<file path="src/sv/ashg_pkg.sv">
`default_nettype none
package ashg_pkg;

    // Scan geometry
    localparam int NUM_CHANNELS = 4;
    localparam int CH_W         = (NUM_CHANNELS > 1) ? $clog2(NUM_CHANNELS) : 1;
    localparam int SAMPLE_BITS  = 10;
    localparam int THR_W        = 10;
    localparam int SETTLE_W     = 8;

    // Configuration port
    localparam int CFG_ADDR_W = 2;
    localparam int CFG_DATA_W = 10;

    localparam logic [CFG_ADDR_W-1:0] REG_LOW_THR    = 2'd0;
    localparam logic [CFG_ADDR_W-1:0] REG_HIGH_THR   = 2'd1;
    localparam logic [CFG_ADDR_W-1:0] REG_SETTLE     = 2'd2;

    localparam logic [THR_W-1:0]    LOW_THR_RESET  = 10'd200;
    localparam logic [THR_W-1:0]    HIGH_THR_RESET = 10'd1000;
    localparam logic [SETTLE_W-1:0] SETTLE_RESET   = 8'd10;

    // Stream widths
    localparam int IN_BITS  = 1 + SAMPLE_BITS;
    localparam int IN_W     = ((IN_BITS + 7) / 8) * 8;
    localparam int OUT_BITS = 1 + 1 + CH_W + 1 + CH_W + SAMPLE_BITS + 1 + 1 + 1;
    localparam int OUT_W    = ((OUT_BITS + 7) / 8) * 8;

    typedef struct packed {
        logic [THR_W-1:0]    low_thr;
        logic [THR_W-1:0]    high_thr;
        logic [SETTLE_W-1:0] settle;
    } t_cfg;

    // Field order from the top bit down; packs lowest-first into tdata
    typedef struct packed {
        logic                   falling_edge;
        logic                   rising_edge;
        logic                   level_high;
        logic [SAMPLE_BITS-1:0] store_value;
        logic [CH_W-1:0]        store_channel;
        logic                   store_valid;
        logic [CH_W-1:0]        select_channel;
        logic                   select_valid;
        logic                   start_conversion;
    } t_result;

endpackage
`default_nettype wire

</file>
<file path="src/sv/ashg_cfg.sv">
`default_nettype none
module ashg_cfg
    import ashg_pkg::*;
(
    input  wire logic                  i_clk,
    input  wire logic                  i_rst_n,
    input  wire logic                  i_cfg_we,
    input  wire logic [CFG_ADDR_W-1:0] i_cfg_addr,
    input  wire logic [CFG_DATA_W-1:0] i_cfg_wdata,
    output t_cfg                       o_cfg
);

    t_cfg r_cfg;

    // Write the addressed register; drop writes to unknown indexes
    always_ff @(posedge i_clk) begin
        if (!i_rst_n) begin
            r_cfg.low_thr  <= LOW_THR_RESET;
            r_cfg.high_thr <= HIGH_THR_RESET;
            r_cfg.settle   <= SETTLE_RESET;
        end else if (i_cfg_we) begin
            case (i_cfg_addr)
                REG_LOW_THR:  r_cfg.low_thr  <= i_cfg_wdata[THR_W-1:0];
                REG_HIGH_THR: r_cfg.high_thr <= i_cfg_wdata[THR_W-1:0];
                REG_SETTLE:   r_cfg.settle   <= i_cfg_wdata[SETTLE_W-1:0];
                default: ;
            endcase
        end
    end

    assign o_cfg = r_cfg;

endmodule
`default_nettype wire

</file>
<file path="src/sv/ashg_core.sv">
`default_nettype none
module ashg_core
    import ashg_pkg::*;
(
    input  wire logic                   i_clk,
    input  wire logic                   i_rst_n,
    input  wire logic                   i_step,
    input  wire logic                   i_busy,
    input  wire logic [SAMPLE_BITS-1:0] i_sample,
    input  wire t_cfg                   i_cfg,
    output t_result                     o_res
);

    logic                    r_started;
    logic [CH_W-1:0]         r_chan;
    logic [SETTLE_W-1:0]     r_settle;
    logic [NUM_CHANNELS-1:0] r_level;

    logic                    n_started;
    logic [CH_W-1:0]         n_chan;
    logic [SETTLE_W-1:0]     n_settle;
    logic [NUM_CHANNELS-1:0] n_level;
    logic                    old_lvl;
    logic                    now_lvl;
    t_result                 res;

    // Settle countdown, scan start, hysteresis and channel advance for one tick
    always_comb begin
        n_started = r_started;
        n_chan    = r_chan;
        n_settle  = r_settle;
        n_level   = r_level;
        old_lvl   = r_level[r_chan];
        now_lvl   = old_lvl;
        res       = '0;
        if (r_settle != '0) begin
            n_settle = r_settle - 1'b1;
            res.start_conversion = (r_settle == SETTLE_W'(1));
        end else if (!i_busy) begin
            if (!r_started) begin
                n_started = 1'b1;
                n_chan    = '0;
            end else begin
                if (old_lvl) begin
                    if (i_sample <= i_cfg.low_thr) begin
                        now_lvl          = 1'b0;
                        res.falling_edge = 1'b1;
                    end
                end else if (i_sample >= i_cfg.high_thr) begin
                    now_lvl         = 1'b1;
                    res.rising_edge = 1'b1;
                end
                n_level[r_chan]   = now_lvl;
                res.store_valid   = 1'b1;
                res.store_channel = r_chan;
                res.store_value   = i_sample;
                res.level_high    = now_lvl;
                n_chan = (r_chan == CH_W'(NUM_CHANNELS - 1)) ? '0 : r_chan + 1'b1;
            end
            res.select_valid   = 1'b1;
            res.select_channel = n_chan;
            n_settle = (i_cfg.settle == '0) ? SETTLE_W'(1) : i_cfg.settle;
        end
    end

    // Advance scan state on each accepted tick
    always_ff @(posedge i_clk) begin
        if (!i_rst_n) begin
            r_started <= 1'b0;
            r_chan    <= '0;
            r_settle  <= '0;
            r_level   <= '0;
        end else if (i_step) begin
            r_started <= n_started;
            r_chan    <= n_chan;
            r_settle  <= n_settle;
            r_level   <= n_level;
        end
    end

    assign o_res = res;

endmodule
`default_nettype wire

</file>
<file path="src/sv/adc_scan_hysteresis_gate_top.sv">
`default_nettype none
// Each input transfer's result is captured in the output register when it is accepted.
// Throughput: one tick per cycle; the input stays ready while the output register
// is empty or being drained in the same cycle.
// Reset (i_rst_n low, synchronous): scan not started, channel 0, no settle count,
// all levels low, thresholds 200/1000, settle count 10, output register empty.
module adc_scan_hysteresis_gate_top
    import ashg_pkg::*;
(
    input  wire logic                  i_clk,
    input  wire logic                  i_rst_n,
    // tdata: [0] converter_busy, [10:1] sample
    input  wire logic [IN_W-1:0]       s_axis_tdata,
    input  wire logic                  s_axis_tvalid,
    output logic                       s_axis_tready,
    // tdata: [0] start_conversion, [1] select_valid, [3:2] select_channel,
    // [4] store_valid, [6:5] store_channel, [16:7] store_value,
    // [17] level_high, [18] rising_edge, [19] falling_edge
    output logic [OUT_W-1:0]           m_axis_tdata,
    output logic                       m_axis_tvalid,
    input  wire logic                  m_axis_tready,
    input  wire logic                  i_cfg_we,
    input  wire logic [CFG_ADDR_W-1:0] i_cfg_addr,
    input  wire logic [CFG_DATA_W-1:0] i_cfg_wdata
);

    t_cfg             cfg;
    t_result          res;
    logic             step;
    logic             r_out_valid;
    logic [OUT_W-1:0] r_out_data;

    ashg_cfg u_cfg (
        .i_clk      (i_clk),
        .i_rst_n    (i_rst_n),
        .i_cfg_we   (i_cfg_we),
        .i_cfg_addr (i_cfg_addr),
        .i_cfg_wdata(i_cfg_wdata),
        .o_cfg      (cfg)
    );

    // Take a tick whenever the result register is free or drains this cycle
    assign s_axis_tready = !r_out_valid || m_axis_tready;
    assign step          = s_axis_tvalid && s_axis_tready;

    ashg_core u_core (
        .i_clk   (i_clk),
        .i_rst_n (i_rst_n),
        .i_step  (step),
        .i_busy  (s_axis_tdata[0]),
        .i_sample(s_axis_tdata[SAMPLE_BITS:1]),
        .i_cfg   (cfg),
        .o_res   (res)
    );

    // Hold the result until the downstream transfer
    always_ff @(posedge i_clk) begin
        if (!i_rst_n) begin
            r_out_valid <= 1'b0;
        end else if (step) begin
            r_out_valid <= 1'b1;
        end else if (m_axis_tready) begin
            r_out_valid <= 1'b0;
        end
    end

    always_ff @(posedge i_clk) begin
        if (step) begin
            r_out_data <= OUT_W'(res);
        end
    end

    assign m_axis_tvalid = r_out_valid;
    assign m_axis_tdata  = r_out_data;

endmodule
`default_nettype wire

</file>
<file path="config.mk">
export PLATFORM = sky130hd
export DESIGN_NAME = adc_scan_hysteresis_gate_top
export DESIGN_NICKNAME = d
export VERILOG_FILES = /design/src/sv/ashg_pkg.sv /design/src/sv/ashg_cfg.sv /design/src/sv/ashg_core.sv /design/src/sv/adc_scan_hysteresis_gate_top.sv
export SDC_FILE = /design/constraint.sdc
export NUM_CORES = 1
export LEC_CHECK = 0
export BUFFER_PORTS_ARGS = -buffer_cell sky130_fd_sc_hd__clkbuf_2
export CORE_MARGIN = 3
export CORE_UTILIZATION = 30
export CTS_CLUSTER_DIAMETER = 30
export DETAILED_ROUTE_END_ITERATION = 8
export PLACE_DENSITY_LB_ADDON = 0.3
export SLEW_MARGIN = 20
export SYNTH_ARGS = -nofsm -noshare
export SYNTH_HDL_FRONTEND = slang
export SYNTH_SLANG_ARGS = --single-unit
export TNS_END_PERCENT = 100
</file>
<file path="constraint.sdc">
create_clock -name i_clk -period 3.65 [get_ports i_clk]
set_input_delay 0.73 -clock i_clk [delete_from_list [all_inputs] [get_ports i_clk]]
set_output_delay 0.73 -clock i_clk [all_outputs]
set_load 0.005 [all_outputs]
</file>
======== Yosys cells after proc, flatten, opt, wreduce, memory -nomap -nowiden ========
Cells that the tools add are included.
operators by class
  $add $sub $neg .......................... 2
  multiply operators ...................... 0
  div/mod/pow operators ................... 0
  order comparisons ....................... 4
  equal/unequal tests ..................... 5
  shift-type cells ........................ 0
  multiplexer cells ....................... 21
  bitwise gates (word level) .............. 4
  reduce and logical (&&, ||, !) cells .... 18
operator list
  kind                   count
  $mux W8                3
  $mux W1                13
  $ge A10 B10 Y1         1
  $le A10 B10 Y1         1
  $eq A8 B1 Y1 const B   1
  $logic_not A8 Y1       1
  $reduce_and A2 Y1      4
  $reduce_bool A8 Y1     1
  $reduce_or A4 Y1       2
  $sub A8 B1 Y8 const B  1
  $bwmux W4              1
  $eq A2 B2 Y1 const B   2
  $mux W2                2
  $not A1 Y1             4
  $reduce_and A4 Y1      1
  $lt A2 B3 Y1 const B   1
  $reduce_and A3 Y1      1
  $reduce_or A3 Y1       1
  $add A2 B1 Y2 const B  1
  $bmux W1 S2            1
  $demux W1 S2           1
  $eq A2 B1 Y1 const B   1
  $ge A2 B1 Y1 const B   1
  $logic_and A1 B1 Y1    2
  6 further kinds        6
storage, ports and cells
  bits in registers ....................... 64
  bits in latches ......................... 0
  memory bits (writable) .................. 0
  memory bits (read-only) ................. 0
  memories ................................ 0

======== Longest topological paths before layout ========
  depth after elaboration ................. 7
  mapped depth ............................ 9

======== Cells and area by module ========
A second synthesis with hierarchy kept.
second synthesis, totals
  cell total of the unflattened synthesis .. 360
  area, all modules ....................... 3455.8 um^2
by module, submodules not included
  module                        times used  cells each  area an instance (um^2)  seq. area each (um^2)
  ashg_core                     1           215         1617.8                   300.3
  ashg_cfg                      1           115         1146.1                   560.5
  adc_scan_hysteresis_gate_top  1           30          691.9                    620.6

======== Least setup slack after synthesis ========
No wires, ideal clock.
  path kind ............................... input port to flip-flop
  start ................................... in s_axis_tdata[10]
  end ..................................... reg r_out_data[17], in the netlist m_axis_tdata[17], data pin
  data arrival time ....................... 2068 ps
  slack ................................... 1316 ps
  stages .................................. 6
  path buffers ............................ 0
  cells stage by stage .................... ha_1 > a21o_1 > a311o_1 > a221o_1 > a21boi_2 > nor3_1
between the ends
  word-level cells in the longest chain between the ends .. 6
  elaborated cells between the ends (all ways) .. 8
  classes of those cells .................. 2 x order compare; 6 x mux
RTL lines
  item                                              line                                text
  from (decl)                                       adc_scan_hysteresis_gate_top.sv:13  input wire logic [IN_W-1:0] s_axis_tdata,
  $ge A10 B10 Y1 or $le A10 B10 Y1 (tied branches)  ashg_core.sv:49, ashg_core.sv:45
  $mux W1 (on tied branches)                        ashg_core.sv:49, ashg_core.sv:45
  $mux W1 *                                         ashg_core.sv:44                     if (old_lvl) begin
  $mux W1 *                                         ashg_core.sv:40                     if (!r_started) begin
  $mux W1 *                                         ashg_core.sv:39                     end else if (!i_busy) begin
  $mux W1 *                                         ashg_core.sv:36                     if (r_settle != '0) begin
  to (signal assigned)                              adc_scan_hysteresis_gate_top.sv:69  r_out_data <= OUT_W'(res);
  to (decl)                                         adc_scan_hysteresis_gate_top.sv:31  logic [OUT_W-1:0] r_out_data;
Mark *: on every way between the ends. The rest lies on a longest branch, timed or not. The select of a mux whose other input is x is not followed.
A chain may end at the register's enable or synchronous reset.

======== Final worst setup path ========
  start ................................... in s_axis_tdata[8]
  end ..................................... reg r_out_data[17], in the netlist m_axis_tdata[17], data pin
Same word-level chain as after synthesis.

==> impl_metrics.json <==
{
  "syn-mean-instance-area_um2": 9.835,
  "ctsResizeCount": 0,
  "path_cells": "clkbuf_2 -> ha_1 -> a21o_1 -> a311o_1 -> a221o_1 -> a21boi_2 -> nor3_1",
  "p_leak_nw": 1.662,
  "start_util_pct": 31.40,
  "postSynth.asyncResetShare_pct": 0,
  "synth-warning-count": 0,
  "fmax_mhz": 438.2,
  "slowest_stage": "a311o_1",
  "dp_cells": 508,
  "slew_headroom_pct": 42.29,
  "finalSetupViolations": 0,
  "max_stage_delay_ns": 0.36,
  "die_w_um": 111.1,
  "cts.sinks": 64,
  "drv_cap": 0,
  "synth_cell_types": 52,
  "rsz0062_at_grt": "false",
  "clkLatencyLatePin_ns": 0.34,
  "dp_hpwl_um": 5468,
  "worst-path-buf-inv": 1,
  "fin_setup_tns_ns": 0,
  "fin_nets": 443,
  "seq_area_frac_synth_pct": 44.70,
  "netlist_area_mm2": 0.003314,
  "diodes": 0,
  "yosys.area.top_type_share_pct": 26.58,
  "synth_area_leaders": "dfxtp_1, edfxtp_1, ha_1",
  "cp_max_fo": 5,
  "multi_input_area_mm2": 0.001647,
  "core_mm2": 0.01056,
  "worst_setup_path_start_kind": "primary input",
  "antenna_found_initial": 0,
  "cts_root_buf": "clkbuf_8",
  "cts_buffers": 9,
  "fin_cells": 524,
  "io_pins": 59,
  "finalHoldViolCount": 0,
  "grt_pass1_wl_um": 11960,
  "fin_crit_ns": 2.282,
  "synth_flop_cell": "dfxtp_1",
  "via_per_inst": 4.752,
  "cellPowerDensity_mw_per_mm2": 498.5,
  "grt-ovfl-total": 0,
  "skew_ns": 0.009212,
  "maxSlewViolCount": 0,
  "seqCellArea_mm2": 0.001481,
  "synth-edff-count": 20,
  "via_count": 2490,
  "drt_iter0_markers": 83,
  "grt_use_total_pct": 11.96,
  "whs_ns": 0.4681,
  "critPathCaptureType": "register",
  "io_buffers": 49,
  "ir_drop_v": 0.0001794,
  "path_clk_slew_ns": 0.07,
  "post-cts-setup-buffers": 0,
  "status": "complete, no violations",
  "wl_per_cell_um": 13.88,
  "synth_cells": 337,
  "synth_seq_cells": 64,
  "n_fill_cell": 1098,
  "wirelength_um": 7271,
  "die_h_um": 111.1,
  "grt_pass1_vias": 2353,
  "yosys-top-cells-count": "dfxtp_1, nand2_1, ha_1, inv_1, edfxtp_1",
  "crit_type": "in2reg",
  "worst_slew_pin_slew_ns": 0.8657,
  "min_path_type": "reg2reg",
  "cp.arrival_ns": 2.36,
  "rows": 37,
  "route.detailed.drc": 0,
  "grt_start_max_net_pins": 49,
  "critPathRequiredTime_ns": 3.73,
  "first_pass_iters": 4,
  "ant_nets": 0,
  "syn2layout_area_growth_pct": 15.21,
  "clockBufferDepth": 2,
  "gp_congestion": 0.8460,
  "cts_tree": "done",
  "drive_gt1_share_pct": 20.88,
  "finalCritPeriodShare_pct": 62.52,
  "cts_hold_repair.buffers": 0,
  "htreeDepth": 3,
  "synth_area_leader_cell": "dfxtp_1",
  "path_delay_family": "compound AO/OA/AOI/OAI gates",
  "die_area_mm2": 0.01235
}
-- report_power, final --
part           internal, mW  switching [mW]  total, mW
Clock                 0.240           0.268      0.508
Combinational         0.226           0.296      0.522
Sequential            0.800          0.0738      0.874
-- sequential cells by signal, indices dropped and copies added (netlist names) --
name,count
m_axis_tdata,20
u_core.r_started,1
u_cfg.o_cfg,28
u_core.r_level,4
m_axis_tvalid,1
u_core.r_settle,8
u_core.r_chan,2
-- placed cells by master, fill, tap and decap left out, types with 2 or more instances in the layout --
cell type,count
a211oi_1,2
a21boi_0,13
a21o_1,6
a21oi_1,13
and2_1,10
and3_1,5
buf_4,2
clkbuf_1,2
clkbuf_2,49
clkbuf_8,9
clkinv_2,4
conb_1,4
dfxtp_1,44
edfxtp_1,20
ha_1,27
inv_1,27
mux2i_1,9
nand2_1,44
nand2b_1,3
nand3b_1,2
nand4_1,8
nor2_1,13
nor2b_1,7
nor3_1,8
nor3_4,3
nor3b_1,3
nor4_1,2
o211ai_1,10
o21a_1,3
o21ai_0,5
o221a_2,4
o32ai_1,4
-- metrics by stage --
step	area [um^2]	setup slack, ns	util, %	power [mW]
6_report	3819	1.368	36.18	1.903
5_1_grt	3819	1.322	36.18	2.020
4_1_cts	3819	1.386	36.18	1.918
3_5_place_dp	3664	1.028	34.71	1.414
3_3_place_gp	3664	1.063	34.71	1.405
2_1_floorplan	3326	1.316	-	1.295
-- routing by layer --
metal | track usage (%) | wire length [um]
met2 | 17.76 | 3148
met3 | 2.838 | 317
met1 | 16.69 | 3678
met4 | 4.866 | 127
met5 | 0 | 0
-- worst paths after layout --
kind,startpoint,end,slack [ns],cells past startpoint
max,s_axis_tdata[8],m_axis_tdata[17],1.37,7
min,u_cfg.o_cfg[26],u_cfg.o_cfg[26],0.47,2
max reg2reg,u_cfg.o_cfg[27],m_axis_tdata[17],1.52,7
min reg2reg,u_cfg.o_cfg[26],u_cfg.o_cfg[26],0.47,2
-- cells by family after synthesis --
logic type / after synthesis / synth area share (%)
DFF: 64 / 44.70
adders and majority gates: 27 / 10.19
buffers and inverters: 47 / 5.965
other: 1 / 0.1131
AOI/OAI and AO/OA: 71 / 15.89
muxes: 10 / 3.398
and+or+nand+nor: 117 / 19.74
-- layout make-up --
class,count,share of cell area (%)
multi-input combinational,229,43.12
sequential,64,38.79
timing repair buffer,51,6.815
tap,136,4.456
clock buffer,11,3.440
inverter,28,2.752
clock inverter,5,0.6225
-- worst min-delay path, delay by kind of cell, from the launching register on --
kind | cells | cell delay, ns
simple gates | 1 | 0.04
compound gates | 1 | 0.06
flops | 1 | 0.31
Note: power is estimated with default switching activity, not from simulation.
